File: src/sv/irlcr_pkg.sv
// Shared types and constants for the learned IR code replay block.
package irlcr_pkg;

  localparam int MAX_SEGMENTS     = 128;
  localparam int PULSE_TABLE_SIZE = 3;
  localparam int CODE_W           = 80;
  localparam int COUNT_W          = 7;
  localparam int WIDTH_W          = 8;
  localparam int SYM_CAP_INT      = (MAX_SEGMENTS - 2 > 127) ? 127 : MAX_SEGMENTS - 2;
  localparam logic [COUNT_W-1:0] SYM_CAP = COUNT_W'(SYM_CAP_INT);
  localparam logic [WIDTH_W-1:0] WIDTH_UNUSED = 8'hFF;

  // configuration register indexes
  localparam logic [2:0] REG_PULSE_WIDTH_0 = 3'd0;
  localparam logic [2:0] REG_PULSE_WIDTH_1 = 3'd1;
  localparam logic [2:0] REG_PULSE_WIDTH_2 = 3'd2;
  localparam logic [2:0] REG_HEADER_MARK   = 3'd3;
  localparam logic [2:0] REG_HEADER_SPACE  = 3'd4;

  // input selector codes
  localparam logic FUNC_START = 1'b0;
  localparam logic FUNC_TICK  = 1'b1;

  // header stage codes
  localparam logic [1:0] STAGE_MARK    = 2'd0;
  localparam logic [1:0] STAGE_SPACE   = 2'd1;
  localparam logic [1:0] STAGE_SYMBOLS = 2'd2;

  typedef struct packed {
    logic [2:0][WIDTH_W-1:0] pulse_width;
    logic [WIDTH_W-1:0]      header_mark;
    logic [WIDTH_W-1:0]      header_space;
  } cfg_t;

  // classified item handed from front to back
  typedef struct packed {
    logic               is_start;
    logic               reject;
    logic               three_mode;
    logic [CODE_W-1:0]  code;
    logic [COUNT_W-1:0] count;
  } q_entry_t;

  typedef enum logic [1:0] {
    BK_IDLE,
    BK_SKIP
  } bk_state_t;

endpackage

File: src/sv/irlcr_front.sv
// Front end: configuration registers, input classification and start decode.
module irlcr_front (
  input  logic                  clk,
  input  logic                  rst,
  input  logic                  cfg_we,
  input  logic [2:0]            cfg_index,
  input  logic [7:0]            cfg_data,
  input  logic                  s_tvalid,
  output logic                  s_tready,
  input  logic [87:0]           s_tdata,
  input  logic                  s_tuser,
  input  logic                  q_full,
  output logic                  q_push,
  output irlcr_pkg::q_entry_t   q_wdata,
  output irlcr_pkg::cfg_t       cfg
);

  logic [1:0]                        valid_cnt;
  logic                              still_valid;
  logic [irlcr_pkg::COUNT_W-1:0]     count_in;

  always_ff @(posedge clk) begin
    if (rst) begin
      cfg.pulse_width  <= {3{irlcr_pkg::WIDTH_UNUSED}};
      cfg.header_mark  <= '0;
      cfg.header_space <= '0;
    end else if (cfg_we) begin
      case (cfg_index)
        irlcr_pkg::REG_PULSE_WIDTH_0: cfg.pulse_width[0] <= cfg_data;
        irlcr_pkg::REG_PULSE_WIDTH_1: cfg.pulse_width[1] <= cfg_data;
        irlcr_pkg::REG_PULSE_WIDTH_2: cfg.pulse_width[2] <= cfg_data;
        irlcr_pkg::REG_HEADER_MARK:   cfg.header_mark    <= cfg_data;
        irlcr_pkg::REG_HEADER_SPACE:  cfg.header_space   <= cfg_data;
        default: ;
      endcase
    end
  end

  // count widths up to the first unused one
  always_comb begin
    valid_cnt   = 2'd0;
    still_valid = 1'b1;
    for (int i = 0; i < irlcr_pkg::PULSE_TABLE_SIZE; i++) begin
      if (cfg.pulse_width[i] == irlcr_pkg::WIDTH_UNUSED) still_valid = 1'b0;
      if (still_valid) valid_cnt = valid_cnt + 2'd1;
    end
  end

  assign count_in = s_tdata[86:80];

  assign s_tready = !q_full;
  assign q_push   = s_tvalid && !q_full;

  always_comb begin
    q_wdata.is_start   = (s_tuser == irlcr_pkg::FUNC_START);
    q_wdata.reject     = (valid_cnt != 2'd2) && (valid_cnt != 2'd3);
    q_wdata.three_mode = (valid_cnt == 2'd3);
    q_wdata.code       = s_tdata[79:0];
    q_wdata.count      = (count_in > irlcr_pkg::SYM_CAP) ? irlcr_pkg::SYM_CAP : count_in;
  end

endmodule

File: src/sv/irlcr_fifo.sv
// Two-entry queue between the front end and the replay engine.
module irlcr_fifo (
  input  logic                clk,
  input  logic                rst,
  input  logic                push,
  input  irlcr_pkg::q_entry_t wdata,
  input  logic                pop,
  output irlcr_pkg::q_entry_t rdata,
  output logic                full,
  output logic                empty
);

  irlcr_pkg::q_entry_t entries [2];
  logic       wr_ptr;
  logic       rd_ptr;
  logic [1:0] count;

  always_ff @(posedge clk) begin
    if (rst) begin
      wr_ptr <= 1'b0;
      rd_ptr <= 1'b0;
      count  <= 2'd0;
    end else begin
      if (push) wr_ptr <= !wr_ptr;
      if (pop)  rd_ptr <= !rd_ptr;
      count <= count + {1'b0, push} - {1'b0, pop};
    end
  end

  always_ff @(posedge clk) begin
    if (push) entries[wr_ptr] <= wdata;
  end

  assign rdata = entries[rd_ptr];
  assign full  = (count == 2'd2);
  assign empty = (count == 2'd0);

endmodule

File: src/sv/irlcr_back.sv
// Replay engine: burst state, segment walk and result register.
module irlcr_back (
  input  logic                clk,
  input  logic                rst,
  input  irlcr_pkg::cfg_t     cfg,
  input  logic                q_empty,
  input  irlcr_pkg::q_entry_t q_rdata,
  output logic                q_pop,
  output logic                m_tvalid,
  input  logic                m_tready,
  output logic [7:0]          m_tdata,
  output logic                m_tlast
);

  irlcr_pkg::bk_state_t state, state_next;

  logic [irlcr_pkg::CODE_W-1:0]  code_shift, code_shift_next;
  logic [irlcr_pkg::COUNT_W-1:0] symbols_left, symbols_left_next;
  logic [irlcr_pkg::WIDTH_W-1:0] ticks_left, ticks_left_next;
  logic [1:0] header_stage, header_stage_next;
  logic level_on, level_on_next;
  logic active, active_next;
  logic three_mode, three_mode_next;
  logic tx_hold, tx_hold_next;
  logic is_tick, is_tick_next;

  logic       out_valid;
  logic [3:0] out_bits, out_bits_next;   // {done, rejected, busy, tx}
  logic       out_write;
  logic       slot_free;

  logic [1:0]                    sym;
  logic                          shift_two;
  logic [irlcr_pkg::WIDTH_W-1:0] sym_width;

  // prefix decode at the head of the code stream
  always_comb begin
    if (!code_shift[0]) begin
      sym = 2'd0;
      shift_two = 1'b0;
    end else if (!three_mode) begin
      sym = 2'd1;
      shift_two = 1'b0;
    end else if (!code_shift[1]) begin
      sym = 2'd1;
      shift_two = 1'b1;
    end else begin
      sym = 2'd2;
      shift_two = 1'b1;
    end
    sym_width = cfg.pulse_width[sym];
  end

  assign slot_free = !out_valid || m_tready;

  always_comb begin
    state_next        = state;
    code_shift_next   = code_shift;
    symbols_left_next = symbols_left;
    ticks_left_next   = ticks_left;
    header_stage_next = header_stage;
    level_on_next     = level_on;
    active_next       = active;
    three_mode_next   = three_mode;
    tx_hold_next      = tx_hold;
    is_tick_next      = is_tick;
    out_write         = 1'b0;
    out_bits_next     = 4'd0;
    q_pop             = 1'b0;

    case (state)
      irlcr_pkg::BK_IDLE: begin
        if (!q_empty && slot_free) begin
          q_pop = 1'b1;
          if (q_rdata.is_start) begin
            if (q_rdata.reject) begin
              out_write     = 1'b1;
              out_bits_next = {1'b0, 1'b1, active, 1'b0};
            end else begin
              code_shift_next   = q_rdata.code;
              symbols_left_next = q_rdata.count;
              header_stage_next = irlcr_pkg::STAGE_MARK;
              ticks_left_next   = cfg.header_mark;
              level_on_next     = 1'b1;
              active_next       = 1'b1;
              three_mode_next   = q_rdata.three_mode;
              tx_hold_next      = 1'b0;
              is_tick_next      = 1'b0;
              state_next        = irlcr_pkg::BK_SKIP;
            end
          end else if (!active) begin
            out_write     = 1'b1;
            out_bits_next = 4'd0;
          end else begin
            tx_hold_next    = level_on;
            ticks_left_next = ticks_left - 8'd1;
            is_tick_next    = 1'b1;
            state_next      = irlcr_pkg::BK_SKIP;
          end
        end
      end
      irlcr_pkg::BK_SKIP: begin
        // walk one finished segment per cycle
        if (active && ticks_left == '0) begin
          if (header_stage == irlcr_pkg::STAGE_MARK) begin
            header_stage_next = irlcr_pkg::STAGE_SPACE;
            ticks_left_next   = cfg.header_space;
            level_on_next     = 1'b0;
          end else if (symbols_left == '0) begin
            active_next   = 1'b0;
            level_on_next = 1'b0;
          end else begin
            header_stage_next = irlcr_pkg::STAGE_SYMBOLS;
            symbols_left_next = symbols_left - 7'd1;
            ticks_left_next   = sym_width;
            level_on_next     = !level_on;
            code_shift_next   = shift_two ? {2'b00, code_shift[irlcr_pkg::CODE_W-1:2]}
                                          : {1'b0, code_shift[irlcr_pkg::CODE_W-1:1]};
          end
        end else begin
          out_write     = 1'b1;
          out_bits_next = {is_tick && !active, 1'b0, active, tx_hold};
          state_next    = irlcr_pkg::BK_IDLE;
        end
      end
      default: state_next = irlcr_pkg::BK_IDLE;
    endcase
  end

  always_ff @(posedge clk) begin
    if (rst) begin
      state     <= irlcr_pkg::BK_IDLE;
      active    <= 1'b0;
      level_on  <= 1'b0;
      out_valid <= 1'b0;
    end else begin
      state    <= state_next;
      active   <= active_next;
      level_on <= level_on_next;
      if (out_write)     out_valid <= 1'b1;
      else if (m_tready) out_valid <= 1'b0;
    end
  end

  always_ff @(posedge clk) begin
    code_shift   <= code_shift_next;
    symbols_left <= symbols_left_next;
    ticks_left   <= ticks_left_next;
    header_stage <= header_stage_next;
    three_mode   <= three_mode_next;
    tx_hold      <= tx_hold_next;
    is_tick      <= is_tick_next;
    if (out_write) out_bits <= out_bits_next;
  end

  assign m_tvalid = out_valid;
  assign m_tdata  = {5'd0, out_bits[2:0]};
  assign m_tlast  = out_bits[3];

  // a result never overwrites one that is still waiting
  a_no_overwrite: assert property (@(posedge clk) disable iff (rst)
    out_write |-> slot_free)
    else $error("result register overwritten");

  // between items an active burst always has ticks left in its segment
  a_idle_has_ticks: assert property (@(posedge clk) disable iff (rst)
    (state == irlcr_pkg::BK_IDLE && active) |-> ticks_left != '0)
    else $error("idle with empty active segment");

  // the end of a burst is never reported while still busy
  a_done_not_busy: assert property (@(posedge clk) disable iff (rst)
    out_write |-> !(out_bits_next[3] && out_bits_next[1]))
    else $error("done reported while busy");

  // a refused start never drives the envelope on
  a_reject_quiet: assert property (@(posedge clk) disable iff (rst)
    out_write |-> !(out_bits_next[2] && out_bits_next[0]))
    else $error("rejected start with envelope on");

  // nothing is taken from the queue while a segment walk is running
  a_pop_idle: assert property (@(posedge clk) disable iff (rst)
    q_pop |-> (state == irlcr_pkg::BK_IDLE && !q_empty))
    else $error("queue read outside idle");

endmodule

File: src/sv/ir_learned_code_replay_top.sv
// Top level of the learned IR code replay block.
//
// channel   dir  handshake          payload
// s_        in   tvalid/tready      tdata: code_low, code_high, symbol_count; tuser: func
// m_        out  tvalid/tready      tdata: tx_on, busy_res, rejected; tlast: done_res
// cfg_      in   we                 index, data (8 bits)
//
// A rejected start and a tick on an idle block are answered straight from the idle state.
// A start or a tick on an active burst goes on to the segment walk in the engine, which
// steps past each finished segment before the result is written.
// The front end takes items into a two-entry queue while the engine works.
// Reset (rst, synchronous) restores the register defaults and empties the burst.
// m_tready low holds the result; the engine then waits and the queue fills.
module ir_learned_code_replay_top (
  input  logic        clk,
  input  logic        rst,
  input  logic        cfg_we,
  input  logic [2:0]  cfg_index,
  input  logic [7:0]  cfg_data,
  input  logic        s_tvalid,
  output logic        s_tready,
  input  logic [87:0] s_tdata,   // code_low [63:0], code_high [79:64], symbol_count [86:80]
  input  logic        s_tuser,   // func
  output logic        m_tvalid,
  input  logic        m_tready,
  output logic [7:0]  m_tdata,   // tx_on [0], busy_res [1], rejected [2]
  output logic        m_tlast    // done_res
);

  irlcr_pkg::cfg_t     cfg;
  irlcr_pkg::q_entry_t q_wdata;
  irlcr_pkg::q_entry_t q_rdata;
  logic q_push, q_pop, q_full, q_empty;

  irlcr_front u_front (
    .clk       (clk),
    .rst       (rst),
    .cfg_we    (cfg_we),
    .cfg_index (cfg_index),
    .cfg_data  (cfg_data),
    .s_tvalid  (s_tvalid),
    .s_tready  (s_tready),
    .s_tdata   (s_tdata),
    .s_tuser   (s_tuser),
    .q_full    (q_full),
    .q_push    (q_push),
    .q_wdata   (q_wdata),
    .cfg       (cfg)
  );

  irlcr_fifo u_fifo (
    .clk   (clk),
    .rst   (rst),
    .push  (q_push),
    .wdata (q_wdata),
    .pop   (q_pop),
    .rdata (q_rdata),
    .full  (q_full),
    .empty (q_empty)
  );

  irlcr_back u_back (
    .clk      (clk),
    .rst      (rst),
    .cfg      (cfg),
    .q_empty  (q_empty),
    .q_rdata  (q_rdata),
    .q_pop    (q_pop),
    .m_tvalid (m_tvalid),
    .m_tready (m_tready),
    .m_tdata  (m_tdata),
    .m_tlast  (m_tlast)
  );

endmodule
File: config.mk
export PLATFORM = sky130hd
export DESIGN_NAME = ir_learned_code_replay_top
export DESIGN_NICKNAME = d
export VERILOG_FILES = /design/src/sv/irlcr_pkg.sv /design/src/sv/irlcr_front.sv /design/src/sv/irlcr_fifo.sv /design/src/sv/irlcr_back.sv /design/src/sv/ir_learned_code_replay_top.sv
export SDC_FILE = /design/constraint.sdc
export NUM_CORES = 1
export LEC_CHECK = 0
export ABC_AREA = 0
export BUFFER_PORTS_ARGS = -buffer_cell sky130_fd_sc_hd__buf_2
export CORE_MARGIN = 1
export CORE_UTILIZATION = 25
export CTS_CLUSTER_DIAMETER = 150
export CTS_CLUSTER_SIZE = 8
export DETAILED_ROUTE_END_ITERATION = 8
export GPL_TIMING_DRIVEN = 0
export SYNTH_ARGS = -nofsm -noshare
export SYNTH_HDL_FRONTEND = slang
export SYNTH_SLANG_ARGS = --single-unit
export TNS_END_PERCENT = 100
File: constraint.sdc
create_clock -name clk -period 16.9 [get_ports clk]
set_input_delay 0.845 -clock clk [delete_from_list [all_inputs] [get_ports clk]]
set_output_delay 0.845 -clock clk [all_outputs]
set_load 0.1 [all_outputs]
==> flow_summary_export.csv <==
group,metric,value,unit
grt,globalRoute.totalOverflow,0,
cts,clock_tree.root_cell,"sky130_fd_sc_hd__clkbuf_16",
grt,grt_pass1_wl,50.5,mm
run_status,run_status,"finished clean",
logic_synthesis,yosysTopAreaCellShare,60.7,%
timing,tightest_slew,0.896,ns
finish,antenna_cells_inserted,0,
route,drtAntennaViolNets,0,
logic_synthesis,synth_area_leader_cell,"sky130_fd_sc_hd__edfxtp_1",
worst_setup_path,setup.worst_path.end_class,"flip-flop",
worst_setup_path,critical_path.top_delay_family,"buffers and inverters",
logic_synthesis,netlist_area,14000,sq um
finish,drive_above_1_share,16.6,%
floorplanning,fp.dieW,239,um
floorplanning,core_area,55300,sq um
logic_synthesis,ys.warnings.count,0,
cts,cts-resized-gates,0,
floorplanning,io-pin-count,116,
logic_synthesis,netlist_instances,1062,
logic_synthesis,synth-async-reset-ratio,0,%
cts,clk_pin_slew_worst_paths,0.05,ns
logic_synthesis,ys_ff_latch,333,
floorplanning,site_rows,86,
worst_setup_path,critical_path.startpoint_type,"flip-flop",
route,drt_first_iter_violations,503,
logic_synthesis,synth_enable_flop_cells,284,
cts,post_cts_buffers,0,
place,dpl_worst_slack,13.90,ns
finish,final_cell_area,17000,sq um
place,dp.final_hpwl,22.5,mm
worst_setup_path,critical-path-top-cell-by-count,"sky130_fd_sc_hd__clkbuf_1",
place,io_buffers,109,
worst_setup_path,cpPeakStageDelay,0.70,ns
timing,fmax,0.342,GHz
worst_setup_path,arrival,3.23,ns
finish,areaGrowthSynthToFinish,21.2,%
logic_synthesis,netlist-cell-type-count,43,
timing,timing.final.hold_violations,0,
timing,totalNegativeSetupSlack,0,ns
floorplanning,starting_density_of_the_core,25.4,%
worst_setup_path,worstPathRequired,17.21,ns
timing,finalWorstSetupSlack,13.97,ns
cts,cts.sink_count,333,
route,route.vias.total,8824,
worst_setup_path,path_cells,"buf_2, clkbuf_1, clkbuf_1, a21oi_4, buf_12, buf_16",
finish,nNetsFinal,1342,
route,drt_first_pass_iters,4,
logic_synthesis,netlist_top_cells_count,"284 x sky130_fd_sc_hd__edfxtp_1, 106 x sky130_fd_sc_hd__a21oi_1, 106 x sky130_fd_sc_hd__nand2_1",
route,drc_errors,0,
grt,via_count_of_the_first_global_routing_pass,8971,
timing,finalCritPeriodShare,17.3,%
worst_setup_path,cp_num_buf_inv,5,
power_and_ir_drop,static-leakage-power,6.22,nW
timing,worst_clock_skew,0.0243,ns
run,max_cap_violations,0,
route,via_per_inst,4.42,
timing,report.final.setup_viol,0,
cts,tritoncts.num_buffers,47,
floorplanning,die_height,239,um
logic_synthesis,yosys_most_used_dff,"sky130_fd_sc_hd__edfxtp_1",
timing,period_needed,2.93,ns
logic_synthesis,main_area_contributors_after_synthesis,"sky130_fd_sc_hd__edfxtp_1 61%, sky130_fd_sc_hd__dfxtp_1 7.0%, sky130_fd_sc_hd__mux2i_1 6.0%, sky130_fd_sc_hd__a211oi_1 4.9%, sky130_fd_sc_hd__nor2b_1 3.8%",
place,gpl.final_weighted_congestion,0.801,
place,placement.cell_area,15700,sq um
cts,clockBufferDepth,3,
logic_synthesis,part_of_the_yosys_area_used_for_sequential_elements,67.7,%
timing,grt_setup_unrepaired,"false",
floorplanning,design.die.area,57100,sq um
route,postRouteWirelength,32.6,mm
worst_hold_path,hold_path.class,"reg -> reg",
route,routedWlPerCell,16.3,um
logic_synthesis,post_synth.cell_area_avg,13.2,sq um
power_and_ir_drop,pwr_density_cell,145,nW/um^2
timing,max_slew_margin,40.3,%
worst_setup_path,setup.worst_path.class,"reg -> reg",
grt,antenna_found_initial,7,
power_and_ir_drop,vdd.ir_drop.worst,0.0666,mV
worst_setup_path,path_max_fanout,23,
cts,clk-insertion-delay-late,0.57,ns
grt,grt_start_max_net_pins,60,
timing,drv_slew,0,
worst_setup_path,cpMaxStageDelayCell,"sky130_fd_sc_hd__clkbuf_1",
cts,hold_buffers,0,
logic_synthesis,yosysMostFrequentCell,"sky130_fd_sc_hd__edfxtp_1",
cts,h_tree_level_count,2,
cts,cts_tree,"done",
grt,grt.total_usage,11.4,%
-- flip-flops by register name, summed over array words and instances (netlist names), named ones only --
register	count
u_back.active	1
u_back.code_shift	80
u_back.header_stage	2
u_back.is_tick	1
u_back.level_on	1
u_back.m_tvalid	1
u_back.out_bits	4
u_back.state	1
u_back.symbols_left	7
u_back.three_mode	1
u_back.ticks_left	8
u_back.tx_hold	1
u_fifo.count	2
u_fifo.entries	180
u_fifo.rd_ptr	1
u_fifo.wr_ptr	1
u_front.cfg	40
-- layout make-up --
type | count | area [sq um]
plain buffers | 79 | 349
clock buffers | 61 | 1230
clock inverters | 4 | 60.1
fillers | 5643 | 38300
inverters | 8 | 30.0
multi-input cells | 646 | 4190
flip-flops and latches | 333 | 9510
well taps | 748 | 936
repair buffers | 116 | 708
-- tightest hold or removal path, stage by stage (launching register included) --
cell and delay (ns):
sky130_fd_sc_hd__dfxtp_1 0.31, sky130_fd_sc_hd__nand2_1 0.05, sky130_fd_sc_hd__a21oi_1 0.05
-- where the power goes --
group	switching, mW	internal [mW]	total [mW]
combinational	0.349	0.191	0.540
sequential	0.0343	1.05	1.08
clock	0.337	0.502	0.839
-- cell families (layout without fill, tap and decap cells) --
group,after synthesis,in the layout,synth area share [%]
compound gates,234,234,10.5
xor+xnor,12,12,0.749
fa+ha+maj,6,6,0.535
buf+inv,87,268,2.70
flops,333,333,67.7
mux,86,86,6.15
other cells,1,5,0.0267
simple gates,303,303,11.6
-- through the flow --
step                power [mW]  cells  hold WS (ns)  util, %
finish                    2.46   1995         0.458     30.8
global route              2.59   1995         0.432     30.8
CTS                       2.50   1995         0.423     30.8
detailed placement        1.65   1930         0.453     28.4
global placement          1.64   1923         0.450     28.1
floorplan                 1.49   1066         0.433        -
-- metal layers --
metal / GRT usage [%] / vias up / part of all wire, %
met5: 0 / - / 0.18
met4: 4.25 / 10 / 2.3
met3: 2.73 / 69 / 5.5
met2: 18.8 / 195 / 47
met1: 14.4 / 4237 / 45
li1: - / 4313 / -
-- path summary, 6_finish.rpt --
path	startpoint	end	slack [ns]	cells after the start
setup / recovery	u_back.state[0]	u_back.code_shift[74]	13.97	6
hold / removal	u_front.cfg[14]	u_front.cfg[14]	0.46	2
setup reg to reg	u_back.state[0]	u_back.code_shift[74]	13.97	6
hold reg to reg	u_front.cfg[14]	u_front.cfg[14]	0.46	2
-- placed cells by master (no fill, tap or decap), types with 3 or more instances in the layout --
master,n
sky130_fd_sc_hd__edfxtp_1,284
sky130_fd_sc_hd__buf_2,130
sky130_fd_sc_hd__nand2_1,106
sky130_fd_sc_hd__a21oi_1,105
sky130_fd_sc_hd__a211oi_1,91
sky130_fd_sc_hd__nor2b_1,85
sky130_fd_sc_hd__mux2i_1,84
sky130_fd_sc_hd__clkbuf_1,63
sky130_fd_sc_hd__dfxtp_1,49
sky130_fd_sc_hd__clkbuf_16,47
sky130_fd_sc_hd__nand3b_1,29
sky130_fd_sc_hd__nor2_1,25
sky130_fd_sc_hd__o21ai_0,17
sky130_fd_sc_hd__and3_1,14
sky130_fd_sc_hd__nand4_1,9
sky130_fd_sc_hd__inv_1,8
sky130_fd_sc_hd__xor2_1,7
sky130_fd_sc_hd__buf_4,7
sky130_fd_sc_hd__nor3_1,6
sky130_fd_sc_hd__nor3b_1,6
sky130_fd_sc_hd__ha_1,6
sky130_fd_sc_hd__o22ai_1,5
sky130_fd_sc_hd__xnor2_1,5
sky130_fd_sc_hd__conb_1,5
sky130_fd_sc_hd__nand3_1,4
sky130_fd_sc_hd__and2_1,4
sky130_fd_sc_hd__buf_12,4
sky130_fd_sc_hd__nand2b_1,3
sky130_fd_sc_hd__and3b_1,3
sky130_fd_sc_hd__o311a_1,3
sky130_fd_sc_hd__buf_16,3
Power figures use the tool's default switching activity.
